`config.mk`:
```
export PLATFORM = sky130hd
export DESIGN_NAME = srht_cfg_regs
export DESIGN_NICKNAME = d
export VERILOG_FILES = /design/src/rtl/srht_pkg.sv /design/src/rtl/srht_cfg_regs.sv
export SDC_FILE = /design/constraint.sdc
export NUM_CORES = 1
export LEC_CHECK = 0
export ABC_AREA = 0
export BUFFER_PORTS_ARGS = -buffer_cell sky130_fd_sc_hd__buf_2
export CORE_MARGIN = 5
export CORE_UTILIZATION = 39
export CTS_CLUSTER_DIAMETER = 150
export DETAILED_ROUTE_END_ITERATION = 8
export PLACE_DENSITY = 0.74
export SYNTH_ARGS = -nofsm -noshare
export SYNTH_HDL_FRONTEND = slang
export SYNTH_SLANG_ARGS = --single-unit
```
`constraint.sdc`:
```
create_clock -name clk -period 1.11 [get_ports clk]
set_clock_uncertainty 0.1 [all_clocks]
set_input_delay 0.111 -clock clk [delete_from_list [all_inputs] [get_ports clk]]
set_output_delay 0.111 -clock clk [all_outputs]
set_load 0.02 [all_outputs]
```
`src/rtl/srht_pkg.sv`:
```
// Shared types and constants for the segment/rectangle hit test.
// Used by srht_cfg_regs and segment_rectangle_hit_test; no dependencies.
`timescale 1ns / 1ps

package srht_pkg;

  // Segment coordinates: signed two's complement.
  localparam int COORD_BITS = 13;
  // Rectangle registers: unsigned.
  localparam int REG_BITS   = 11;
  // Right and bottom coordinates (left + width, top + height) never wrap.
  localparam int EDGE_BITS  = REG_BITS + 1;
  // Common signed operand width for all differences and deltas.
  localparam int OP_BITS    = ((COORD_BITS > EDGE_BITS + 1) ? COORD_BITS : EDGE_BITS + 1) + 1;
  localparam int PROD_BITS  = 2 * OP_BITS;
  localparam int TN_BITS    = PROD_BITS + 1;

  // Configuration port geometry.
  localparam int DATA_BITS    = 32;
  localparam int ADDR_BITS    = 4;
  localparam int ADDR_LSB     = 2;

  typedef logic signed [COORD_BITS-1:0] coord_t;
  typedef logic signed [OP_BITS-1:0]    op_t;
  typedef logic signed [PROD_BITS-1:0]  prod_t;
  typedef logic signed [TN_BITS-1:0]    tn_t;

  // Register indexes, in register map order.
  typedef enum logic [ADDR_BITS-ADDR_LSB-1:0] {
    REG_RECT_LEFT = 2'd0,
    REG_RECT_TOP  = 2'd1,
    REG_RECT_W    = 2'd2,
    REG_RECT_H    = 2'd3
  } reg_idx_t;

  // Rectangle as held in the register file.
  typedef struct packed {
    logic [REG_BITS-1:0] left;
    logic [REG_BITS-1:0] top;
    logic [REG_BITS-1:0] w;
    logic [REG_BITS-1:0] h;
  } rect_cfg_t;

endpackage

```
`src/rtl/srht_cfg_regs.sv`:
```
// APB-style register file holding the rectangle for the hit test.
// Depends on srht_pkg for the register map and the rect_cfg_t struct.
`timescale 1ns / 1ps

module srht_cfg_regs
  import srht_pkg::*;
(
  input  logic                 clk,
  input  logic                 rst_n,
  input  logic                 psel,
  input  logic                 penable,
  input  logic                 pwrite,
  input  logic [ADDR_BITS-1:0] paddr,
  input  logic [DATA_BITS-1:0] pwdata,
  output logic [DATA_BITS-1:0] prdata,
  output logic                 pready,
  output rect_cfg_t            rect
);

  rect_cfg_t rect_r;
  rect_cfg_t rect_nxt;
  reg_idx_t  idx;
  logic      wr_en;

  // The word index is the byte address divided by four.
  assign idx    = reg_idx_t'(paddr[ADDR_BITS-1:ADDR_LSB]);
  assign wr_en  = psel && penable && pwrite;
  assign pready = 1'b1;
  assign rect   = rect_r;

  // Write decode: only the low register bits of the data are kept.
  always_comb begin
    rect_nxt = rect_r;
    if (wr_en) begin
      case (idx)
        REG_RECT_LEFT: rect_nxt.left = pwdata[REG_BITS-1:0];
        REG_RECT_TOP:  rect_nxt.top  = pwdata[REG_BITS-1:0];
        REG_RECT_W:    rect_nxt.w    = pwdata[REG_BITS-1:0];
        REG_RECT_H:    rect_nxt.h    = pwdata[REG_BITS-1:0];
        default:       rect_nxt      = rect_r;
      endcase
    end
  end

  // Read mux, zero extended to the bus width.
  always_comb begin
    case (idx)
      REG_RECT_LEFT: prdata = DATA_BITS'(rect_r.left);
      REG_RECT_TOP:  prdata = DATA_BITS'(rect_r.top);
      REG_RECT_W:    prdata = DATA_BITS'(rect_r.w);
      REG_RECT_H:    prdata = DATA_BITS'(rect_r.h);
      default:       prdata = '0;
    endcase
  end

  always_ff @(posedge clk) begin
    if (!rst_n) begin
      rect_r <= '0;
    end else begin
      rect_r <= rect_nxt;
    end
  end

endmodule
```
==> summary.md, run 1 <==
| Metric | Value |
|---|---|
| H-tree levels | 2 |
| Synth Area per Inst | 10.62 µm² |
| Final WS setup | -0.3332 ns |
| Post-layout util | 63.53% |
| Final Hold Fails | 0 |
| Pwr Density | 894.9 nW/µm² |
| CP Class | flip-flop to output pin |
| CP Launch Type | flip-flop |
| Layout cells sized above 1 | 60.88% |
| Final Wtd Congestion | 0.7058 |
| MaxCap Viol Count | 0 |
| Clk_lat worst skew | 0.29 ns |
| Area leader, netlist | dfxtp_1 |
| Inserted Diodes | 0 |
| Die Footprint | 6867 µm² |
| TritonCTS clock tree | yes |
| Vias in the first global route | 1728 |
| Initial Utilization | 40.29% |
| Post-synth cell types | 15 |
| CP endpoint kind | output pin |
| Mapped Cells | 195 |
| Post-synth EDFFs | 0 |
| Post-DRT Antenna Nets | 0 |
| Hold crit path type | input port to flip-flop |
| Slowest cell on crit path | mux4_2 |
| FFs w/ async S/R, synth | 0% |
| Switching Share | 25.38% |
| DRC viols | 0 |
| Final Cycle Share | 130.0% |
| Worst EP required | 0.90 ns |
| Setup TNS | -3.558 ns |
| Total grt overflow | 0 |
| Largest net degree at the start of global routing | 56 |
| Synth top cells by count | 55 x nand2_1, 44 x dfxtp_1, 44 x mux2i_1 |
| Buf/Inv on CP | 1 |
| Critical-path cell list | mux4_2 -> buf_6 |
| Area growth syn-to-layout | 57.70% |
| Clk sinks | 44 |
| Num CTS Buffers | 5 |
| Dpl hpwl | 4073 µm |
| Fin. max-slew vios | 0 |
| Setup-failing EPs final | 11 |
| Routed len/inst | 14.84 µm |
| Site Rows | 26 |
| Yosys top cell area share | 42.54% |
| Register area share after synthesis | 42.54% |
| CTS Root Cell | clkbuf_8 |
| Antenna violations before repair | 0 |
| First-pass GRT wire length | 8866 µm |
| Die width | 82.87 µm |
| Synth Cell Area | 2071 µm² |
| Clock share of power | 30.4% |
| Maximum vdd drop | 0.0008465 V |
| Period minus WS final | 1.443 ns |
| Leakage power | 1.618 nW |
| CP peak stage delay | 0.47 ns |
| Failing checks | setup timing |
| Switching pwr | 0.7416 mW |
| 1st-iter DRT viols | 61 |
| Fillcell total | 433 |
| Gate power share | 14.4% |
| Synth top area cells | dfxtp_1 43%, mux2i_1 21%, mux4_2 11% |
| Flop and latch count out of synthesis | 44 |
| Critical path arrival | 1.23 ns |
| Clock Path Buffers | 2 |
| Total number of vias | 1769 |
| Die height | 82.87 µm |
| Core footprint | 5140 µm² |
| Sequential share of power | 55.1% |
| I/O Buffers | 72 |
| GRT Total Usage | 15.74% |
| Unrepaired setup endpoints after global routing | yes |
| Ys flop type | dfxtp_1 |
| Status | finished, violations left |
| Internal power | 2.181 mW |
| Count leader, synth | nand2_1 |
| Drt first pass iters | 4 |
| YS warnings | 0 |
| # hold bufs at CTS | 0 |
| Top Ports | 118 |
| Vias per cell | 4.571 |
| Worst-path fanout max | 2 |
| Final WL | 5743 µm |
| Nets | 360 |
| Fmax | 692.9 MHz |
| Largest register FFs | 44 |
| Clk slew on worst S/H paths | 0.08 ns |
| Top Family by Delay on Critical Path | multiplexers |
[logic make-up after synthesis]
family	after synthesis	synth area share [%]
AND/OR/NAND/NOR	60	12.15
multiplexers	55	33.41
flip-flops	44	42.54
buffers and inverters	34	11.54
other	2	0.3627
[power groups by stage]
stage	clock (mW)	sequential (mW)	combinational (mW)
floorplan	0	1.68	0.263
global placement	0	1.65	0.382
detailed placement	0	1.65	0.386
CTS	0.913	1.61	0.397
global route	0.970	1.61	0.451
finish	0.889	1.61	0.422
[area by class of cell]
class | count | area (µm²) | area share, %
clock buffer | 5 | 68.82 | 2.107
sequential | 44 | 935.9 | 28.66
tap | 70 | 87.58 | 2.682
timing repair buffer | 131 | 1151 | 35.25
multi-input combinational | 137 | 1022 | 31.30
[metrics by stage]
step	cells	total power [mW]	cell area [µm²]	hold slack (ns)	worst slack (ns)
final	387	2.922	3266	0.05243	-0.3332
after global routing	387	3.035	3266	0.05859	-0.3665
after CTS	386	2.921	3027	0.04278	-0.3440
after detailed placement	381	2.034	2878	0.3483	-0.1637
after global placement	381	2.028	2878	0.3430	-0.1578
after floorplan	215	1.939	2196	0.1885	-0.0008094
[worst reg2reg max path, delay by kind of cell, from the launching register on]
| kind | cells | cell delay, ns |
|---|---|---|
| muxes | 1 | 0.19 |
| and+or+nand+nor | 1 | 0.06 |
| buffers and inverters | 1 | 0.10 |
| DFF | 1 | 0.33 |
[worst paths after layout]
path	from	endpoint	slack (ns)	cells past startpoint
max	rect[9]	prdata[9]	-0.33	2
min	pwdata[1]	rect[23]	0.05	3
max reg2reg	rect[0]	rect[0]	0.24	3
min reg2reg	rect[27]	rect[27]	0.38	2
[timing repair]
| action | 4_1_cts | 5_1_grt |
|---|---|---|
| endpoints found under the setup margin | 14 | 51 |
| buffers inserted | 0 | 4 |
| resized for setup | 26 | 75 |
[metal layers]
layer | part of all wire [%] | GRT usage (%)
met4 | 0.84 | 3.566
met2 | 49 | 25.66
met1 | 43 | 20.15
met3 | 7.2 | 5.347
met5 | 0 | 0
[cell usage in the layout, fill, tap and decap left out]
cell type / n
buf_4: 60
nand2_1: 55
buf_6: 48
mux2i_1: 44
dfxtp_2: 44
conb_1: 22
buf_2: 20
mux4_2: 11
clkbuf_8: 5
buf_12: 3
and3_1: 1
nand3b_1: 1
and3b_1: 1
nand3_2: 1
nor3b_2: 1
No activity file was read; power rests on OpenSTA's default activity.
==> run 2, diff against run 1 <==
--- a/config.mk
+++ b/config.mk
@@ -6,12 +6,12 @@
 export NUM_CORES = 1
 export LEC_CHECK = 0
 export ABC_AREA = 0
-export BUFFER_PORTS_ARGS = -buffer_cell sky130_fd_sc_hd__buf_2
 export CORE_MARGIN = 5
-export CORE_UTILIZATION = 39
+export CORE_UTILIZATION = 50
 export CTS_CLUSTER_DIAMETER = 150
 export DETAILED_ROUTE_END_ITERATION = 8
-export PLACE_DENSITY = 0.74
+export DONT_BUFFER_PORTS = 1
+export PLACE_DENSITY = 0.67
 export SYNTH_ARGS = -nofsm -noshare
 export SYNTH_HDL_FRONTEND = slang
 export SYNTH_SLANG_ARGS = --single-unit
==> run 2 against run 1 <==
Against the previous run: utilization grew 0.53 points; clock power grew 46%; register-to-register slack lost 0.04 ns; sequential power is essentially flat; die area shrank 19%; hold slack lost 0.20 ns; non-clock buffer count shrank 76; the flow finishes with violations (hold timing, setup timing); global-route usage grew 4.7 points; combinational power shrank 40%; flip-flop and latch count is the same; via count shrank 13%.
==> summary.md, run 2 (same netlist as run 1, synthesis figures left out) <==
| Metric | Value |
|---|---|
| Critical path arrival | 1.17 ns (-0.06 ns) |
| Routed len/inst | 17.79 µm (+20%) |
| Hold path endpoint | rect[34] |
| Critical-path cell list | mux4_2 |
| Setup TNS | -2.833 ns (+0.7255 ns) |
| CP peak stage delay | 0.55 ns (+0.08 ns) |
| Final Wtd Congestion | 0.7680 (+8.8%) |
| Final Hold Fails | 44 (+44) |
| Area growth syn-to-layout | 23.75% |
| Pre-CTS setup slack | -0.07052 ns (+0.09321 ns) |
| Final WL | 5231 µm (-8.9%) |
| CP Launch Type | flip-flop |
| 1st-iter DRT viols | 74 (+21%) |
| Worst r2r src | rect[25] |
| CP endpoint kind | output pin |
| Fin. max-slew vios | 0 (unchanged) |
| Status | finished, violations left |
| Die height | 74.36 µm (-10%) |
| Post-DRT Antenna Nets | 0 (unchanged) |
| Smallest hold slack | -0.1477 ns (-0.2002 ns) |
| Fillcell total | 336 (-22%) |
| HP Start | rst_n |
| Slowest cell on crit path | mux4_2 |
| Sequential cell area | 934.6 µm² (-0.13%) |
| Antenna violations before repair | 0 (unchanged) |
| DRC viols | 0 (unchanged) |
| Commonest non-fill, non-tap cell in the layout | nand2_1 |
| Clock Path Buffers | 2 (unchanged) |
| Clk_lat worst skew | 0.29 ns (about the same) |
| Total number of vias | 1534 (-13%) |
| I/O Buffers | 0 (-100%) |
| Final non-filler cell area | 2562 µm² (-22%) |
| Placed instance area | 2425 µm² (-16%) |
| Unrepaired setup endpoints after global routing | yes |
| Largest net degree at the start of global routing | 56 (unchanged) |
| Clk sinks | 44 (unchanged) |
| Num CTS Buffers | 5 (unchanged) |
| Die width | 74.36 µm (-10%) |
| Power, Total | 3.164 mW (+8.3%) |
| Worst R2R Setup Slack | 0.20 ns (-0.04 ns) |
| Nets | 284 (-21%) |
| Site Rows | 23 (-12%) |
| Layout cells sized above 1 | 48.77% (-12 points) |
| Top Ports | 118 (unchanged) |
| Final WS setup | -0.2715 ns (+0.06171 ns) |
| Pwr Density | 1235 nW/µm² (+38%) |
| Placed Cells incl. Taps | 285 (-25%) |
| Worst reg-to-reg path cell count | 3 (unchanged) |
| Inserted Diodes | 0 (unchanged) |
| Core footprint | 4000 µm² (-22%) |
| CP Class | flip-flop to output pin |
| Most frequent cells in the layout | 55 x nand2_1, 54 x buf_4, 44 x mux2i_1 |
| Largest register FFs | 44 (unchanged) |
| Final Non-Filler Cells | 294 (-24%) |
| Final Cycle Share | 124.5% (-5.6 points) |
| Top Family by Delay on Critical Path | multiplexers |
| Clk slew on worst S/H paths | 0.08 ns (about the same) |
| Period minus WS final | 1.381 ns (-0.06171 ns) |
| Hold crit path type | input port to flip-flop |
| First-pass GRT wire length | 8397 µm (-5.3%) |
| Worst-path fanout max | 2 (unchanged) |
| MaxCap Viol Count | 0 (unchanged) |
| H-tree levels | 2 (unchanged) |
| Fmax | 723.9 MHz (+4.5%) |
| Drt first pass iters | 6 (+2) |
| Failing checks | hold timing, setup timing |
| Post-layout util | 64.06% (+0.53 points) |
| Worst EP required | 0.90 ns (about the same) |
| Multi-input logic area | 1022 µm² (unchanged) |
| Setup-failing EPs final | 11 (unchanged) |
| Initial Utilization | 51.77% (+11 points) |
| Maximum vdd drop | 0.0008663 V (+2.3%) |
| Vias in the first global route | 1682 (-2.7%) |
| Vias per cell | 5.218 (+14%) |
| TritonCTS clock tree | yes |
| Dpl hpwl | 4022 µm (-1.2%) |
| Buf/Inv on CP | 0 (-1) |
| Leakage power | 1.210 nW (-25%) |
| Hold Crit Depth | 2 (-1) |
| Die Footprint | 5529 µm² (-19%) |
| CTS Root Cell | clkbuf_8 |
| Worst R2R End | rect[25] |
| Total grt overflow | 0 (unchanged) |
| GRT Total Usage | 20.41% (+4.7 points) |
-- run 2: changes by cell type in the layout (fill, tap and decap cells not counted) --
cell / delta
buf_12: -3
buf_2: -20
buf_4: -6
buf_6: -47
bufinv_16: +1
clkbuf_8: +2
dfxtp_1: +1
dfxtp_2: -1
-- run 2: what timing repair did --
| action | in CTS | in global routing |
|---|---|---|
| hold endpoints to repair | 44 | 44 |
| setup endpoints to repair | 11 | 11 |
| buffers inserted | 0 | 1 |
| gates resized for setup | 0 | 1 |
-- run 2: layout make-up --
| cell class | instances | area share [%] |
|---|---|---|
| Clock buffer | 7 | 3.760 |
| Tap cell | 50 | 2.441 |
| Timing Repair Buffer | 55 | 16.26 |
| Clock inverter | 1 | 1.172 |
| Sequential cell | 44 | 36.47 |
| Multi-Input combinational cell | 137 | 39.89 |
-- run 2: worst max path at each step --
stage / from / cells past startpoint / slack [ns] / endpoint
after floorplan: rect[18] / 1 / -0.0008 / prdata[7]
after global placement: pwrite / 4 / -0.02 / rect[35]
after detailed placement: pwrite / 4 / -0.07 / rect[42]
after CTS: rect[4] / 1 / -0.28 / prdata[4]
after global routing: rect[4] / 1 / -0.31 / prdata[4]
final: rect[0] / 1 / -0.27 / prdata[0]
-- run 2: worst register-to-register path: stages, from the launching register on --
cell and delay (ns):
dfxtp_2 0.33, buf_4 0.14, nand2_1 0.07, mux2i_1 0.18
-- run 2: where the power goes --
group / internal [mW] / switching, mW
Sequential: 1.60 / 0.0105
Clock: 0.794 / 0.508
Combinational: 0.0854 / 0.167
-- run 2: per-layer routing --
metal	routed length, µm	up-vias	global-route usage, %
met1	1841	741	22.82
li1	-	710	-
met2	2846	74	37.40
met4	70	0	5.138
met5	0	-	0
met3	473	9	6.622
==> run 3, diff against run 2 <==
--- a/config.mk
+++ b/config.mk
@@ -12,6 +12,8 @@
 export DETAILED_ROUTE_END_ITERATION = 8
 export DONT_BUFFER_PORTS = 1
 export PLACE_DENSITY = 0.67
+export RECOVER_POWER = 50
+export SLEW_MARGIN = 20
 export SYNTH_ARGS = -nofsm -noshare
 export SYNTH_HDL_FRONTEND = slang
 export SYNTH_SLANG_ARGS = --single-unit
==> run 3 against run 2 <==
Against the previous run: the flow still finishes with violations (hold timing, setup timing); critical path depth unchanged; design area down 4.2%; first-iteration DRC count down 1.4%; non-clock buffer count unchanged; sequential power about the same; cell count unchanged; clock power about the same; maximum frequency up 0.18%; critical path type unchanged.
==> summary.md, run 3 (same netlist as run 1, synthesis figures left out) <==
| Metric | Value |
|---|---|
| Status | finished, violations left |
| Failing checks | hold timing, setup timing |
| Worst R2R Setup Slack | 0.08 ns (-0.12 ns) |
| Total grt overflow | 0 (unchanged) |
| H-tree levels | 2 (unchanged) |
| Clk sinks | 44 (unchanged) |
| Switching pwr | 0.6870 mW (+0.35%) |
| Buf/Inv on CP | 0 (unchanged) |
| Clock Path Buffers | 2 (unchanged) |
| Final WS setup | -0.2690 ns (+0.002490 ns) |
| Total number of vias | 1521 (-0.85%) |
| Placed instance area | 2425 µm² (unchanged) |
| Largest net degree at the start of global routing | 56 (unchanged) |
| CTS Root Cell | clkbuf_8 |
| Vias in the first global route | 1682 (unchanged) |
| Top Family by Delay on Critical Path | multiplexers |
| Switching Share | 21.77% (+0.13 points) |
| Sequential share of power | 51.0% (about the same) |
| Maximum vdd drop | 0.0008662 V (about the same) |
| Die height | 74.36 µm (unchanged) |
| Grt met3 use | 6.622% (unchanged) |
| 1st-iter DRT viols | 73 (-1.4%) |
| Final Wtd Congestion | 0.7680 (unchanged) |
| TritonCTS clock tree | yes |
| Critical-path cell list | mux4_2 |
| Initial Utilization | 51.77% (unchanged) |
| Routed len/inst | 17.74 µm (-0.31%) |
| Slowest cell on crit path | mux4_2 |
| Hold crit path type | input port to flip-flop |
| Top Ports | 118 (unchanged) |
| GRT Total Usage | 20.41% (unchanged) |
| Period minus WS final | 1.379 ns (-0.002490 ns) |
| GR Util met2 | 37.40% (unchanged) |
| GR met1 Demand/Resource | 22.82% (unchanged) |
| Fmax | 725.2 MHz (+0.18%) |
| MaxCap Viol Count | 0 (unchanged) |
| Busiest layer in global routing | met2 |
| Power, Total | 3.155 mW (-0.27%) |
| Most frequent cells in the layout | 55 x nand2_1, 44 x mux2i_1, 42 x dfxtp_2 |
| Final Hold Fails | 44 (unchanged) |
| Unrepaired setup endpoints after global routing | yes |
| Num CTS Buffers | 5 (unchanged) |
| Antenna violations before repair | 0 (unchanged) |
| CP endpoint kind | output pin |
| I/O Buffers | 0 (unchanged) |
| Worst EP required | 0.90 ns (about the same) |
| Leakage power | 1.103 nW (-8.9%) |
| Commonest non-fill, non-tap cell in the layout | nand2_1 |
| Nets | 284 (unchanged) |
| Layout cells sized above 1 | 38.11% (-11 points) |
| Setup TNS | -2.813 ns (+0.01989 ns) |
| Pre-CTS setup slack | -0.07052 ns (unchanged) |
| Internal power | 2.468 mW (-0.44%) |
| Clk slew on worst S/H paths | 0.08 ns (about the same) |
| Clock share of power | 41.3% (+0.2 points) |
| Core footprint | 4000 µm² (unchanged) |
| CP Class | flip-flop to output pin |
| CP peak stage delay | 0.55 ns (about the same) |
| Setup-failing EPs final | 11 (unchanged) |
| Largest register FFs | 44 (unchanged) |
| Final Cycle Share | 124.2% (-0.22 points) |
| Gate power share | 7.6% (-0.4 points) |
| Fin. max-slew vios | 0 (unchanged) |
| Worst-path fanout max | 2 (unchanged) |
| Clk_lat worst skew | 0.29 ns (about the same) |
| Pwr Density | 1285 nW/µm² (+4.1%) |
| DRC viols | 0 (unchanged) |
| Area growth syn-to-layout | 18.61% |
| Drt first pass iters | 4 (-2) |
| Critical path arrival | 1.17 ns (about the same) |
| Die Footprint | 5529 µm² (unchanged) |
| Vias per cell | 5.173 (-0.85%) |
| Final WL | 5215 µm (-0.31%) |
| Site Rows | 23 (unchanged) |
| Inserted Diodes | 0 (unchanged) |
| Post-DRT Antenna Nets | 0 (unchanged) |
| Die width | 74.36 µm (unchanged) |
| CP Launch Type | flip-flop |
| First-pass GRT wire length | 8397 µm (unchanged) |
| Fillcell total | 368 (+9.5%) |
| Dpl hpwl | 4022 µm (unchanged) |
| Smallest hold slack | -0.1474 ns (+0.0003210 ns) |
| Final non-filler cell area | 2456 µm² (-4.2%) |
==> run 3: per-layer routing <==
layer / up-vias / share of wire, %
met5: - / 0
met4: 0 / 1.3
met2: 68 / 55
li1: 710 / -
met1: 734 / 34
met3: 9 / 9.4
==> run 3: worst paths after layout <==
check            from         to  cells past startpoint
min reg2reg  rect[39]   rect[39]                      3
max           rect[4]  prdata[4]                      1
max reg2reg  rect[30]   rect[30]                      3
min             rst_n   rect[34]                      2
==> run 3: power groups by stage <==
stage | Combinational [mW] | Sequential (mW) | Clock, mW
floorplan | 0.263 | 1.68 | 0
CTS | 0.250 | 1.61 | 1.34
finish | 0.241 | 1.61 | 1.30
global placement | 0.241 | 1.65 | 0
detailed placement | 0.249 | 1.65 | 0
global route | 0.259 | 1.61 | 1.42
==> run 3: stage by stage <==
step	instances	utilization, %
after floorplan	215	-
after global placement	285	60.62
after detailed placement	285	60.62
after CTS	293	63.78
after global routing	294	61.40
final	294	61.40
==> run 3: final cells by class <==
class	count	area (µm²)	area share, %
Clock buffer	7	96.34	3.923
Clock inverter	1	30.03	1.223
Multi-Input combinational cell	137	1017	41.42
Tap cell	50	62.56	2.547
Timing Repair Buffer	55	316.6	12.89
Sequential cell	44	933.4	38.00
==> run 3: timing repair <==
action                     4_1_cts  5_1_grt
setup endpoints to repair       11       11
gates resized for setup          0        1
buffers inserted                 0        1
hold endpoints to repair        44       44
